### config.mk
export PLATFORM = sky130hd
export DESIGN_NAME = sgr_attribute_interpreter
export DESIGN_NICKNAME = d
export VERILOG_FILES = /design/src/sv/sgr_pkg.sv /design/src/sv/sgr_token.sv /design/src/sv/sgr_style.sv /design/src/sv/sgr_attribute_interpreter.sv
export SDC_FILE = /design/constraint.sdc
export NUM_CORES = 1
export LEC_CHECK = 0
export BUFFER_PORTS_ARGS = -buffer_cell sky130_fd_sc_hd__buf_2
export CAP_MARGIN = 0
export CORE_MARGIN = 8
export CORE_UTILIZATION = 53
export DETAILED_ROUTE_END_ITERATION = 8
export HOLD_SLACK_MARGIN = 0.05
export PLACE_DENSITY = 0.74
export SYNTH_ARGS = -nofsm -noshare
export SYNTH_HDL_FRONTEND = slang
export SYNTH_SLANG_ARGS = --single-unit
### constraint.sdc
create_clock -name clk -period 2.8 [get_ports clk]
set_clock_uncertainty 0.15 [all_clocks]
set_input_delay 0.56 -clock clk [delete_from_list [all_inputs] [get_ports clk]]
set_output_delay 0.56 -clock clk [all_outputs]
set_load 0.05 [all_outputs]
### src/sv/sgr_pkg.sv
`timescale 1ns / 1ps
`default_nettype none

package sgr_pkg;

  localparam int BYTE_W  = 8;
  localparam int COLOR_W = 3;
  localparam int FLAGS_W = 5;
  localparam int CFG_IDX_W  = 2;
  localparam int CFG_DATA_W = 5;
  localparam int PROD_W  = 12;

  // Parameter text bytes
  localparam logic [BYTE_W-1:0] CH_SEMI  = 8'h3B;
  localparam logic [BYTE_W-1:0] CH_FINAL = 8'h6D;
  localparam logic [BYTE_W-1:0] CH_ZERO  = 8'h30;
  localparam logic [BYTE_W-1:0] CH_NINE  = 8'h39;
  localparam logic [BYTE_W-1:0] ACC_MAX  = 8'd255;

  // Configuration register indexes
  localparam logic [CFG_IDX_W-1:0] CFG_DEFAULT_FG    = 2'd0;
  localparam logic [CFG_IDX_W-1:0] CFG_DEFAULT_BG    = 2'd1;
  localparam logic [CFG_IDX_W-1:0] CFG_DEFAULT_FLAGS = 2'd2;

  localparam logic [COLOR_W-1:0] RST_FG    = 3'd7;
  localparam logic [COLOR_W-1:0] RST_BG    = 3'd0;
  localparam logic [FLAGS_W-1:0] RST_FLAGS = 5'd0;

  // Flag bit positions
  localparam int FL_BOLD  = 0;
  localparam int FL_DIM   = 1;
  localparam int FL_UNDER = 2;
  localparam int FL_BLINK = 3;
  localparam int FL_REV   = 4;

  // Rendition codes
  localparam logic [BYTE_W-1:0] SGR_RESET      = 8'd0;
  localparam logic [BYTE_W-1:0] SGR_BOLD       = 8'd1;
  localparam logic [BYTE_W-1:0] SGR_DIM        = 8'd2;
  localparam logic [BYTE_W-1:0] SGR_UNDER      = 8'd4;
  localparam logic [BYTE_W-1:0] SGR_BLINK      = 8'd5;
  localparam logic [BYTE_W-1:0] SGR_REV        = 8'd7;
  localparam logic [BYTE_W-1:0] SGR_FONT_PRI   = 8'd10;
  localparam logic [BYTE_W-1:0] SGR_FONT_ALT1  = 8'd11;
  localparam logic [BYTE_W-1:0] SGR_FONT_ALT2  = 8'd12;
  localparam logic [BYTE_W-1:0] SGR_NO_BOLD    = 8'd21;
  localparam logic [BYTE_W-1:0] SGR_NORMAL     = 8'd22;
  localparam logic [BYTE_W-1:0] SGR_NO_UNDER   = 8'd24;
  localparam logic [BYTE_W-1:0] SGR_NO_BLINK   = 8'd25;
  localparam logic [BYTE_W-1:0] SGR_NO_REV     = 8'd27;
  localparam logic [BYTE_W-1:0] SGR_FG_LO      = 8'd30;
  localparam logic [BYTE_W-1:0] SGR_FG_HI      = 8'd37;
  localparam logic [BYTE_W-1:0] SGR_FG_UNDER   = 8'd38;
  localparam logic [BYTE_W-1:0] SGR_FG_DEFAULT = 8'd39;
  localparam logic [BYTE_W-1:0] SGR_BG_LO      = 8'd40;
  localparam logic [BYTE_W-1:0] SGR_BG_HI      = 8'd47;
  localparam logic [BYTE_W-1:0] SGR_BG_DEFAULT = 8'd49;

  typedef struct packed {
    logic [COLOR_W-1:0] fg;
    logic [COLOR_W-1:0] bg;
    logic [FLAGS_W-1:0] flags;
    logic               alt;
  } style_t;

  typedef struct packed {
    logic              apply;
    logic [BYTE_W-1:0] code;
  } token_evt_t;

endpackage

`default_nettype wire

### src/sv/sgr_token.sv
`timescale 1ns / 1ps
`default_nettype none

module sgr_token import sgr_pkg::*; (
  input  wire logic              clk,
  input  wire logic              rst_n,
  input  wire logic              advance,
  input  wire logic [BYTE_W-1:0] param_byte,
  output token_evt_t             evt
);

  logic [BYTE_W-1:0] accum_r, accum_nxt;
  logic              nonempty_r, nonempty_nxt;
  logic              frozen_r, frozen_nxt;
  logic              is_sep, is_digit;
  logic [PROD_W-1:0] prod;

  assign is_sep   = (param_byte == CH_SEMI) || (param_byte == CH_FINAL);
  assign is_digit = (param_byte >= CH_ZERO) && (param_byte <= CH_NINE);
  // accum * 10 + digit
  assign prod = {1'b0, accum_r, 3'b000} + {3'b000, accum_r, 1'b0}
              + {4'b0000, param_byte - CH_ZERO};

  always_comb begin
    accum_nxt    = accum_r;
    nonempty_nxt = nonempty_r;
    frozen_nxt   = frozen_r;
    evt.apply    = 1'b0;
    evt.code     = accum_r;
    if (is_sep) begin
      evt.apply    = nonempty_r;
      accum_nxt    = '0;
      nonempty_nxt = 1'b0;
      frozen_nxt   = 1'b0;
    end else begin
      nonempty_nxt = 1'b1;
      if (is_digit) begin
        if (!frozen_r) begin
          accum_nxt = (prod > PROD_W'(ACC_MAX)) ? ACC_MAX : prod[BYTE_W-1:0];
        end
      end else begin
        frozen_nxt = 1'b1;
      end
    end
  end

  always_ff @(posedge clk) begin
    if (!rst_n) begin
      accum_r    <= '0;
      nonempty_r <= 1'b0;
      frozen_r   <= 1'b0;
    end else if (advance) begin
      accum_r    <= accum_nxt;
      nonempty_r <= nonempty_nxt;
      frozen_r   <= frozen_nxt;
    end
  end

endmodule

`default_nettype wire

### src/sv/sgr_style.sv
`timescale 1ns / 1ps
`default_nettype none

module sgr_style import sgr_pkg::*; (
  input  wire logic                  clk,
  input  wire logic                  rst_n,
  input  wire logic                  cfg_we,
  input  wire logic [CFG_IDX_W-1:0]  cfg_index,
  input  wire logic [CFG_DATA_W-1:0] cfg_data,
  input  wire logic                  advance,
  input  wire token_evt_t            evt,
  output style_t                     style_next
);

  logic [COLOR_W-1:0] def_fg_r;
  logic [COLOR_W-1:0] def_bg_r;
  logic [FLAGS_W-1:0] def_flags_r;
  style_t             style_r, style_nxt;

  always_ff @(posedge clk) begin
    if (!rst_n) begin
      def_fg_r    <= RST_FG;
      def_bg_r    <= RST_BG;
      def_flags_r <= RST_FLAGS;
    end else if (cfg_we) begin
      unique case (cfg_index)
        CFG_DEFAULT_FG:    def_fg_r    <= cfg_data[COLOR_W-1:0];
        CFG_DEFAULT_BG:    def_bg_r    <= cfg_data[COLOR_W-1:0];
        CFG_DEFAULT_FLAGS: def_flags_r <= cfg_data[FLAGS_W-1:0];
        default: ;
      endcase
    end
  end

  always_comb begin
    style_nxt = style_r;
    if (evt.apply) begin
      unique case (evt.code) inside
        SGR_RESET: begin
          style_nxt.fg    = def_fg_r;
          style_nxt.bg    = def_bg_r;
          style_nxt.flags = def_flags_r;
        end
        SGR_BOLD:  style_nxt.flags[FL_BOLD]  = 1'b1;
        SGR_DIM:   style_nxt.flags[FL_DIM]   = 1'b1;
        SGR_UNDER: style_nxt.flags[FL_UNDER] = 1'b1;
        SGR_BLINK: style_nxt.flags[FL_BLINK] = 1'b1;
        SGR_REV:   style_nxt.flags[FL_REV]   = 1'b1;
        SGR_FONT_PRI: style_nxt.alt = 1'b0;
        SGR_FONT_ALT1, SGR_FONT_ALT2: style_nxt.alt = 1'b1;
        SGR_NO_BOLD, SGR_NORMAL: begin
          style_nxt.flags[FL_BOLD] = 1'b0;
          style_nxt.flags[FL_DIM]  = 1'b0;
        end
        SGR_NO_UNDER: style_nxt.flags[FL_UNDER] = 1'b0;
        SGR_NO_BLINK: style_nxt.flags[FL_BLINK] = 1'b0;
        SGR_NO_REV:   style_nxt.flags[FL_REV]   = 1'b0;
        [SGR_FG_LO:SGR_FG_HI]: begin
          style_nxt.fg = COLOR_W'(evt.code - SGR_FG_LO);
        end
        SGR_FG_UNDER: begin
          style_nxt.fg              = def_fg_r;
          style_nxt.flags[FL_UNDER] = 1'b1;
        end
        SGR_FG_DEFAULT: begin
          style_nxt.fg              = def_fg_r;
          style_nxt.flags[FL_UNDER] = 1'b0;
        end
        [SGR_BG_LO:SGR_BG_HI]: begin
          style_nxt.bg = COLOR_W'(evt.code - SGR_BG_LO);
        end
        SGR_BG_DEFAULT: style_nxt.bg = def_bg_r;
        default: ;
      endcase
    end
  end

  assign style_next = style_nxt;

  always_ff @(posedge clk) begin
    if (!rst_n) begin
      style_r <= '{fg: RST_FG, bg: RST_BG, flags: RST_FLAGS, alt: 1'b0};
    end else if (advance) begin
      style_r <= style_nxt;
    end
  end

endmodule

`default_nettype wire

### src/sv/sgr_attribute_interpreter.sv
// Select-graphic-rendition interpreter.
// Input channel: in_valid / in_stall / in_param_byte carries the bytes that
// follow ESC [ one word at a time. Result channel: out_valid / out_stall
// carries one word per input byte: the style after that byte plus
// out_sequence_done, set when the byte was the final 'm'.
// Configuration: cfg_we with cfg_index / cfg_data writes default_fg (0),
// default_bg (1) or default_flags (2); write only while the block is idle.
// Path: an accepted byte loads the input register, then one pass of token
// and style logic fills the result register, which drives out_valid.
// Throughput: one byte per cycle while no result is stalled; the token
// accumulator and style register update in the same cycle a byte moves
// into the result register.
// Stall: while out_stall holds a waiting result, the input register keeps
// one more byte and then in_stall rises until the result is taken.
// Reset (rst_n low, synchronous): both registers empty, style returns to
// foreground 7, background 0, flags and font clear; defaults to 7 / 0 / 0.
`timescale 1ns / 1ps
`default_nettype none

module sgr_attribute_interpreter import sgr_pkg::*; (
  input  wire logic                  clk,
  input  wire logic                  rst_n,
  input  wire logic                  in_valid,
  output logic                       in_stall,
  input  wire logic [BYTE_W-1:0]     in_param_byte,
  output logic                       out_valid,
  input  wire logic                  out_stall,
  output logic [COLOR_W-1:0]         out_fg_color,
  output logic [COLOR_W-1:0]         out_bg_color,
  output logic                       out_bold,
  output logic                       out_dim,
  output logic                       out_underline,
  output logic                       out_blink,
  output logic                       out_reverse,
  output logic                       out_alternate_font,
  output logic                       out_sequence_done,
  input  wire logic                  cfg_we,
  input  wire logic [CFG_IDX_W-1:0]  cfg_index,
  input  wire logic [CFG_DATA_W-1:0] cfg_data
);

  logic              in_valid_r;
  logic [BYTE_W-1:0] byte_r;
  logic              out_valid_r;
  style_t            out_style_r;
  logic              out_done_r;
  logic              advance;
  logic              in_fire;
  token_evt_t        evt;
  style_t            style_next;

  // advance the input word when the result register is free or being drained
  assign advance  = in_valid_r && !(out_valid_r && out_stall);
  assign in_stall = in_valid_r && out_valid_r && out_stall;
  assign in_fire  = in_valid && !in_stall;

  always_ff @(posedge clk) begin
    if (!rst_n) begin
      in_valid_r <= 1'b0;
    end else if (in_fire) begin
      in_valid_r <= 1'b1;
    end else if (advance) begin
      in_valid_r <= 1'b0;
    end
  end

  always_ff @(posedge clk) begin
    if (in_fire) begin
      byte_r <= in_param_byte;
    end
  end

  sgr_token u_token (
    .clk        (clk),
    .rst_n      (rst_n),
    .advance    (advance),
    .param_byte (byte_r),
    .evt        (evt)
  );

  sgr_style u_style (
    .clk        (clk),
    .rst_n      (rst_n),
    .cfg_we     (cfg_we),
    .cfg_index  (cfg_index),
    .cfg_data   (cfg_data),
    .advance    (advance),
    .evt        (evt),
    .style_next (style_next)
  );

  always_ff @(posedge clk) begin
    if (!rst_n) begin
      out_valid_r <= 1'b0;
    end else if (advance) begin
      out_valid_r <= 1'b1;
    end else if (!out_stall) begin
      out_valid_r <= 1'b0;
    end
  end

  always_ff @(posedge clk) begin
    if (advance) begin
      out_style_r <= style_next;
      out_done_r  <= (byte_r == CH_FINAL);
    end
  end

  assign out_valid          = out_valid_r;
  assign out_fg_color       = out_style_r.fg;
  assign out_bg_color       = out_style_r.bg;
  assign out_bold           = out_style_r.flags[FL_BOLD];
  assign out_dim            = out_style_r.flags[FL_DIM];
  assign out_underline      = out_style_r.flags[FL_UNDER];
  assign out_blink          = out_style_r.flags[FL_BLINK];
  assign out_reverse        = out_style_r.flags[FL_REV];
  assign out_alternate_font = out_style_r.alt;
  assign out_sequence_done  = out_done_r;

endmodule

`default_nettype wire

==> flow_summary.ini, run 1 <==
[run_status]
status = finished with violations
violations = setup timing

[yosys]
synth_mux_area_share_pct = 3.54
yosysTopAreaCell = dfxtp_1
synthAdderAreaFrac_pct = 9.50
ys_async_sr_fraction_pct = 0
synth_nets = 357
ys_ff_latch = 56
synth_compound_area_share_pct = 19.5
synth_top_family_by_area = compound AO/OA/AOI/OAI gates
synth_cells = 317
synth_cell_type_count = 56
synth-xor-area-share_pct = 1.97
syn_area_per_cell_um2 = 9.81
synth_area_mm2 = 0.00311
synth_simple_gate_area_share_pct = 18.9
synth_enable_flop_cells = 21
synth.area.top_cells = dfxtp_1 23%, edfxtp_1 20%, ha_1 5.6%
ys.flop_type = dfxtp_1
yosysTopAreaCellShare_pct = 22.5
synth_warnings = 0
ys_seq_area_share_pct = 42.8

[clock_tree]
cts_root_buf = clkbuf_8
cts.sinks = 56
clk_latency_ps = 320
clk_path_buf_depth = 2
path_clk_slew_ps = 100
holdBufCountCts = 0
h-tree-depth = 2
cts_tree = yes
cts_buffers = 5

[timing]
hold_viol = 0
tightestPinTransition_ps = 596
finalWorstSetupSlack_ps = -241
period_share_pct = 109
maxSlewViolCount = 0
setup_tns_ps = -1800
period_needed_ps = 3040
max_freq_ghz = 0.329
hold_ws_ps = 260
rsz0062_at_grt = true
slew_headroom_pct = 60.2
setup_viol = 8

[die]
core-area_mm2 = 0.00578
die_y_um = 92.6
start_util_pct = 53.8
die_w_um = 92.6
rows = 28
die_area_mm2 = 0.00857
io_pins = 35

[power]
p_leak_nw = 1.58
vdd_drop_max_mv = 0.263
power_density_mw_per_mm2 = 406

[grt]
grt_pass1_vias = 2382
overflow = 0
grt_max_degree = 30
antenna_found_initial = 0
grt_pass1_wl_um = 10800
grt_use_total_pct = 15.5

[worst_setup_path]
cp_data_arrival_time_ps = 3090
crit_type = reg2reg
end_kind = flip-flop
start_kind = flip-flop
critical-path-max-stage-delay_ps = 520
slowest_stage = fa_1
crit_path_max_fanout = 8
cp.required_ps = 2850
cpLargestDelayFamily = adder cells
critPathBufInv = 1
path_cells = ha_2 -> xor2_1 -> fa_1 -> inv_2 -> ha_4 -> a21o_1 -> o21bai_4 -> nor2_1 -> o21bai_1 -> xnor2_1 -> a31oi_4 -> a221o_1

[drt]
wl_met1_um = 2910
detail_route.drc_violations = 0
routed.top_layer = met4
wl_um = 6530
vias = 2475
ant_nets = 0
firstDrtPassIters = 4
wl_met3_um = 322
wl_per_cell_um = 14.5
route.met2.wl_um = 3230
dr.first_iter.drc_count = 151
vias_per_cell = 5.49

[placed_design]
dp_hpwl_um = 5090
dp_slack_ps = -284
dp_cells = 443
gp_congestion = 0.877
io_buffers = 34

[layout]
final_nets = 415
final_cells = 451
synthToLayoutAreaGrowth_pct = 18.5
regArea_mm2 = 0.00133
drive_above_1_share_pct = 24.5
antennaDiodeCount = 0
multi_input_area_mm2 = 0.00172
n_fill_cell = 490
fin_util_pct = 63.7

[hold_path]
hp-class = in2reg

[run]
cap_viol_max_count = 0
[state kept, by name, summed over array words and instances, names as in the netlist]
name and count:
out_valid 1, out_alternate_font 1, out_blink 1, out_bg_color 3, out_bold 1, u_token.frozen_r 1, out_reverse 1, byte_r 8
u_style.def_bg_r 3, in_valid_r 1, out_sequence_done 1, u_style.def_fg_r 3, u_style.def_flags_r 5, u_token.accum_r 8, out_fg_color 3, out_dim 1
u_token.nonempty_r 1, u_style.style_r 12, out_underline 1
[worst paths after layout]
path                            slack [ps]            endpoint          startpoint  cells past startpoint
worst min register to register         320  u_style.style_r[2]  u_style.style_r[2]                      2
worst min-delay path                   260           byte_r[0]    in_param_byte[0]                      1
worst max register to register        -240  u_token.accum_r[5]           byte_r[4]                     12
worst max-delay path                  -240  u_token.accum_r[5]           byte_r[4]                     12
[cells in the mapped netlist (all sizes together), types with 6 or more instances]
library cell,number
nor2,18
nor3,7
fa,6
clkbuf,8
a22oi,11
inv,21
nor2b,17
mux2i,11
nand2,41
o21ai,13
dfxtp,35
edfxtp,21
ha,14
a21oi,8
a221o,8
[stage by stage]
stage	area, µm²	total power [mW]
final	3680	1.49
after global routing	3680	1.55
after CTS	3680	1.51
after detailed placement	3570	1.07
after global placement	3570	1.06
after floorplan	3140	1.01
[worst reg2reg max path, stage by stage, from the launching register on]
cell	delay (ps)
edfxtp_1	440
ha_2	220
xor2_1	150
fa_1	520
inv_2	50
ha_4	210
a21o_1	160
o21bai_4	160
nor2_1	90
o21bai_1	80
xnor2_1	240
a31oi_4	170
a221o_1	290
[placed cells by master, fill, tap and decap left out, types with 3 or more instances in the layout]
master and n:
inv_1 19, buf_4 27, a22o_1 5, ha_1 11, a21o_1 5, o21a_1 3
nand3_1 4, o21ai_0 10, nor3_1 5, a21boi_0 3, edfxtp_1 21, nand4_1 3
dfxtp_1 35, mux2i_1 11, o22ai_1 3, clkbuf_8 5, a221o_1 8, a22oi_1 11
xnor2_1 5, o211ai_1 4, buf_2 34, nor2_1 17, and3_1 5, nand2_1 40
fa_1 6, nor2b_1 15, a21oi_1 8
[layout make-up]
type | count | area share (%)
Multi-Input combinational cell | 230 | 46.6
Sequential cell | 56 | 36.1
Timing Repair Buffer | 61 | 10.1
Tap cell | 75 | 2.55
Inverter | 21 | 2.14
Clock buffer | 5 | 1.87
Clock inverter | 3 | 0.577
[layer usage]
metal / GRT usage, % / vias to the layer above
met5: 0 / -
met4: 4.03 / 0
met3: 3.96 / 6
met2: 27.5 / 50
met1: 18.1 / 1144
li1: - / 1275
[where the power goes]
group | switching [mW] | internal, mW | leakage (nW)
logic | 0.0991 | 0.0748 | 1.05
registers | 0.0138 | 0.865 | 0.480
clock network | 0.263 | 0.178 | 0.0445
[cells by family after synthesis]
family / after synthesis
xor gates and xnor gates: 7
AOI/OAI and AO/OA: 81
buffers and inverters: 31
adders and majority gates: 20
muxes: 11
and+or+nand+nor: 111
DFF: 56
[repair_timing]
action / 4_1_cts / 5_1_grt
setup endpoints to repair: 8 / 8
pin swaps: 7 / 1
resized for setup: 4 / 1
buffers inserted: 0 / 0
No activity file was read; power rests on OpenSTA's default activity.
==> run 2: changes to the inputs <==
ABC_AREA = 1   (was default)
CELL_PAD_IN_SITES_DETAIL_PLACEMENT = 1   (was default)
CELL_PAD_IN_SITES_GLOBAL_PLACEMENT = 2   (was default)
CORE_UTILIZATION = 31   (was 53)
PLACE_DENSITY = 0.75   (was 0.74)
==> run 2 against run 1 <==
The run still ends with setup timing left. Critical path depth is 3 higher. Cell count grew 47%. Register-to-register slack better by 95 ps. Cell area grew 14%. Routed wire length increased by 44%. First-iteration DRC count fell by 3.3%. Combinational power grew 72%. Synthesized cell count up 45%. Global-route usage is 2.0 points lower. Power is 15% higher. Worst hold slack better by 2.1 ps. Largest power group unchanged.
==> flow_summary.ini, run 2 <==
[grt]
grt_pass1_vias = 3284
overflow = 0
grt_max_degree = 27
antenna_found_initial = 0
grt_use_total_pct = 13.5
grt_pass1_wl_um = 16000

[yosys]
synth_enable_flop_cells = 21
synth_cell_type_count = 32
synth_area_mm2 = 0.00337
ys_ff_latch = 56
synth_mux_area_share_pct = 0
synth-xor-area-share_pct = 1.56
ys_async_sr_fraction_pct = 0
yosysTopAreaCell = dfxtp_1
synth.area.top_cells = dfxtp_1 21%, edfxtp_1 19%, nand2_1 14%
ys_seq_area_share_pct = 39.6
ys.flop_type = dfxtp_1
yosysTopAreaCellShare_pct = 20.8
synth_top_family_by_area = simple AND/OR/NAND/NOR gates
synth_compound_area_share_pct = 7.73
syn_area_per_cell_um2 = 7.33
synth_warnings = 0
synth_nets = 499
yosysMostFrequentCell = nand2_1
synth_cells = 459
synthAdderAreaFrac_pct = 8.77
synth_common_cells = 122 x nand2_1, 60 x inv_1, 55 x nor2_1
synth_simple_gate_area_share_pct = 33.2

[layout]
final_cells = 663
regArea_mm2 = 0.00133
mostFrequentLayoutCells = 114 x nand2_1, 56 x inv_1, 54 x nor2_1
n_fill_cell = 1353
drive_above_1_share_pct = 25.4
largest_reg_flops = 12
top_register = u_style.style_r
synthToLayoutAreaGrowth_pct = 24.3
multi_input_area_mm2 = 0.00192
antennaDiodeCount = 0
final_nets = 562
reg.largest.list = u_style.style_r x12, byte_r x8, u_token.accum_r x8
mostFrequentLayoutCell = nand2_1

[timing]
period_share_pct = 105
slew_headroom_pct = 45.2
tightestPinTransition_ps = 821
finalWorstSetupSlack_ps = -145
setup_viol = 8
period_needed_ps = 2950
maxSlewViolCount = 0
hold_viol = 0
rsz0062_at_grt = true
max_freq_ghz = 0.340

[drt]
wl_per_cell_um = 14.2
vias = 3100
detail_route.drc_violations = 0
vias_per_cell = 4.68
wl_um = 9430
ant_nets = 0
dr.first_iter.drc_count = 146
firstDrtPassIters = 4

[power]
power_density_mw_per_mm2 = 409
totalPowerFinal_mw = 1.71
p_leak_nw = 1.98
vdd_drop_max_mv = 0.193

[die]
rows = 38
io_pins = 35
die_y_um = 120
die_w_um = 120
core-area_mm2 = 0.0107
start_util_pct = 31.5
die_area_mm2 = 0.0144

[placed_design]
gp_congestion = 0.793
io_buffers = 34
dp_cells = 651
dp_slack_ps = -298
dp_hpwl_um = 7460

[worst_setup_path]
start_kind = flip-flop
end_kind = flip-flop
r2r_start = byte_r[5]
crit_type = reg2reg
crit_path_max_fanout = 8
cp.required_ps = 2810
crit-reg2reg-capture = u_token.accum_r[4]
r2r_setup_slack_ps = -150
r2r_cells = 15
cp_data_arrival_time_ps = 2950

[clock_tree]
path_clk_slew_ps = 110
clk_latency_ps = 320
cts_tree = yes
holdBufCountCts = 0
cts_root_buf = clkbuf_8
cts.sinks = 56
h-tree-depth = 2
clk_path_buf_depth = 2
cts_buffers = 5

[hold_path]
hp-class = in2reg
min-delay-start = in_param_byte[3]
hold_end = byte_r[3]
min_path_cells = 1

[run_status]
violations = setup timing
status = finished with violations

[run]
cap_viol_max_count = 0
run 2: cell types whose count changed in the layout (fill, tap and decap cells not counted), sizes merged, moves of 8 or more:
cell | previous run | this run
nand2 | 41 | 133
nor2 | 18 | 59
nand3 | 4 | 45
a21oi | 8 | 21
a221o | 8 | 0
inv | 22 | 69
a22oi | 11 | 0
mux2i | 11 | 0
nor2b | 17 | 0
o21ai | 13 | 27
run 2: stage by stage:
stage / hold slack (ps) / setup TNS [ps] / cell area, µm² / utilization [%]
floorplan: 279 / 0 / 3370 / -
global placement: 301 / -1800 / 3840 / 35.9
detailed placement: 307 / -2200 / 3840 / 35.9
CTS: 255 / -796 / 4090 / 38.3
global route: 248 / -2220 / 4190 / 39.1
finish: 262 / -1010 / 4190 / 39.1
run 2: cells by family (layout without fill, tap and decap cells):
kind of cell,Yosys count,after routing
AO/OA/AOI/OAI,50,50
XOR/XNOR,6,6
adder cells (fa/ha/maj),20,20
buffers and inverters,75,139
flip-flops,56,56
AND/OR/NAND/NOR,252,252
run 2: routing by layer:
metal / track usage (%) / routed length (µm) / vias up
li1: - / - / 1584
met1: 18.1 / 4670 / 1470
met2: 22.3 / 4430 / 40
met3: 2.24 / 264 / 6
met4: 2.81 / 61 / 0
met5: 0 / 0 / -
run 2: cell type report:
type                            count  area share, %
Tap cell                          140           4.19
Clock buffer                        6           1.97
Clock inverter                      2          0.448
Inverter                           68           6.10
Timing Repair Buffer               63           9.66
Multi-Input combinational cell    328           45.8
Sequential cell                    56           31.8
run 2: worst max path at each step:
stage / from / end / slack [ps] / cells past startpoint
3_5_place_dp: byte_r[4] / u_token.accum_r[5] / -300 / 14
4_1_cts: byte_r[4] / u_token.accum_r[5] / -120 / 16
6_report: byte_r[5] / u_token.accum_r[4] / -150 / 15
2_1_floorplan: byte_r[4] / u_token.accum_r[0] / 9 / 15
5_1_grt: byte_r[5] / u_token.accum_r[4] / -300 / 15
3_3_place_gp: byte_r[4] / u_token.accum_r[6] / -230 / 14
run 2: timing repair:
| action | in CTS | in global routing |
|---|---|---|
| gates resized for setup | 29 | 11 |
| setup buffers | 1 | 3 |
| setup endpoints to repair | 8 | 8 |
| pin swaps | 5 | 7 |
| hold endpoints to repair | 0 | 0 |
run 2: critical path, stage by stage, from the launching register on:
cell	delay [ps]
edfxtp_1	510
a21oi_2	250
xor2_2	110
fa_1	500
inv_2	50
ha_4	310
nand2_2	80
nor2_1	100
nand3_1	100
nand3_1	100
nand2_1	70
nor2_2	100
buf_6	160
nand3_2	80
nand2_1	70
a21oi_1	60
run 2: where the power goes:
part           leakage, nW  internal, mW  switching (mW)
logic                 1.45         0.115           0.186
clock network       0.0493         0.208           0.292
registers            0.488         0.889          0.0223
total                 1.98          1.21           0.500
==> run 3: changes to the inputs <==
SETUP_SLACK_MARGIN = 0.4   (was default)
==> run 3 against run 2 <==
The flow still finishes with violations (setup timing). Critical path depth stayed put. Routed wire length is 1.6% lower. Cell area is 0.93% lower. Fmax is 2.6% higher. Sequential share of layout area is 0.30 points higher. Non-clock buffer count is 6 lower. Critical path type unchanged. Critical endpoint is now u_token.accum_r[5].
==> flow_summary.ini, run 3 (synthesized netlist as in run 2, its figures left out) <==
[die]
start_util_pct = 31.5
die_w_um = 120
die_y_um = 120
core-area_mm2 = 0.0107
die_area_mm2 = 0.0144
rows = 38
io_pins = 35

[clock_tree]
clk_latency_ps = 320
cts_root_buf = clkbuf_8
cts.sinks = 56
cts_buffers = 5
h-tree-depth = 2
path_clk_slew_ps = 100
cts_tree = yes
clk_path_buf_depth = 2

[layout]
reg.largest.list = u_style.style_r x12, byte_r x8, u_token.accum_r x8
top_register = u_style.style_r
final_nets = 556
mostFrequentLayoutCell = nand2_1
synthToLayoutAreaGrowth_pct = 23.2
antennaDiodeCount = 0
fin_area_mm2 = 0.00415
largest_reg_flops = 12
drive_above_1_share_pct = 25.0
n_fill_cell = 1349
mostFrequentLayoutCells = 112 x nand2_1, 58 x inv_1, 54 x nor2_1
fin_util_pct = 38.8

[worst_setup_path]
start_kind = flip-flop
crit_path_max_fanout = 8
crit_type = reg2reg
end_kind = flip-flop
cp_data_arrival_time_ps = 2930
cp.required_ps = 2860

[grt]
overflow = 0
grt_max_degree = 27
grt_use_total_pct = 13.0
antenna_found_initial = 0
grt_pass1_vias = 3193
grt_pass1_wl_um = 15400

[timing]
setup_tns_ps = -447
tightestPinTransition_ps = 569
hold_viol = 0
slew_headroom_pct = 61.7
period_needed_ps = 2870
rsz0062_at_grt = true
maxSlewViolCount = 0
hold_ws_ps = 259
setup_viol = 8
finalWorstSetupSlack_ps = -72.0
max_freq_ghz = 0.348
period_share_pct = 103

[drt]
vias = 3045
dr.first_iter.drc_count = 144
wl_per_cell_um = 14.1
detail_route.drc_violations = 0
firstDrtPassIters = 4
vias_per_cell = 4.63
wl_um = 9280
ant_nets = 0

[power]
totalPowerFinal_mw = 1.69
vdd_drop_max_mv = 0.235
seqPwrFrac_pct = 53.7
p_int_mw = 1.20
combPwrFrac_pct = 17.1
power_density_mw_per_mm2 = 409
p_leak_nw = 1.96
p_switching_uw = 490
p_sw_share_pct = 28.9
clkPwrFrac_pct = 29.2

[placed_design]
dp_hpwl_um = 7460
io_buffers = 34
gp_congestion = 0.818
dpl_cell_area_mm2 = 0.00383

[hold_path]
hp-class = in2reg

[run]
cap_viol_max_count = 0

[run_status]
violations = setup timing
status = finished with violations
## run 3: cell types whose count changed in the layout (fill, tap and decap cells not counted), sizes merged
| cell | change |
|---|---|
| inv | -1 |
| clkinv | +1 |
| buf | -6 |
## run 3: worst max-delay path: stages (launching register included)
cell and delay [ps]:
edfxtp_1 470, buf_6 160, ha_4 210, fa_1 490, inv_2 50, ha_4 220
or2_4 260, nand3_2 90, nand2_1 60, nand2_1 70, nand2_2 70, nor2_4 130
buf_12 140, nand3_2 80, nand2_1 80, a21oi_1 60
## run 3: path summary, 6_finish.rpt
check	from	end	slack (ps)	depth (start not counted)
setup / recovery	byte_r[5]	u_token.accum_r[5]	-70	15
setup reg to reg	byte_r[5]	u_token.accum_r[5]	-70	15
hold reg to reg	u_style.def_fg_r[1]	u_style.def_fg_r[1]	320	2
hold / removal	in_param_byte[1]	byte_r[1]	260	1
## run 3: repair_timing
action,4_1_cts,5_1_grt
hold endpoints to repair,0,0
setup endpoints to repair,8,9
gates resized for setup,16,18
buffers inserted,3,2
hold buffers,0,0
pin swaps,8,17
## run 3: stage by stage
step / instances / worst slack [ps]
2_1_floorplan: 459 / 171
3_3_place_gp: 644 / -18.8
3_5_place_dp: 644 / -166
4_1_cts: 655 / -63.8
5_1_grt: 657 / -220
6_report: 657 / -72.0
## run 3: per-layer routing
metal | track usage [%] | share of wire [%]
met3 | 2.47 | 3.1
met5 | 0 | 0
met4 | 3.59 | 1.3
met2 | 21.6 | 46
met1 | 16.9 | 50
## run 3: cell type report
class | instances | area (µm²) | share of cell area, %
timing repair buffer | 57 | 372 | 8.96
tap | 140 | 175 | 4.22
multi-input combinational | 328 | 1910 | 46.1
clock inverter | 2 | 18.8 | 0.453
inverter | 68 | 256 | 6.19
clock buffer | 6 | 82.6 | 1.99
sequential | 56 | 1330 | 32.1
## run 3: power groups by stage
stage | Combinational (mW) | Clock [mW] | Sequential, mW
global placement | 0.253 | 0 | 0.926
finish | 0.289 | 0.496 | 0.910
floorplan | 0.151 | 0 | 0.957
detailed placement | 0.259 | 0 | 0.928
CTS | 0.279 | 0.515 | 0.910
global route | 0.321 | 0.545 | 0.915
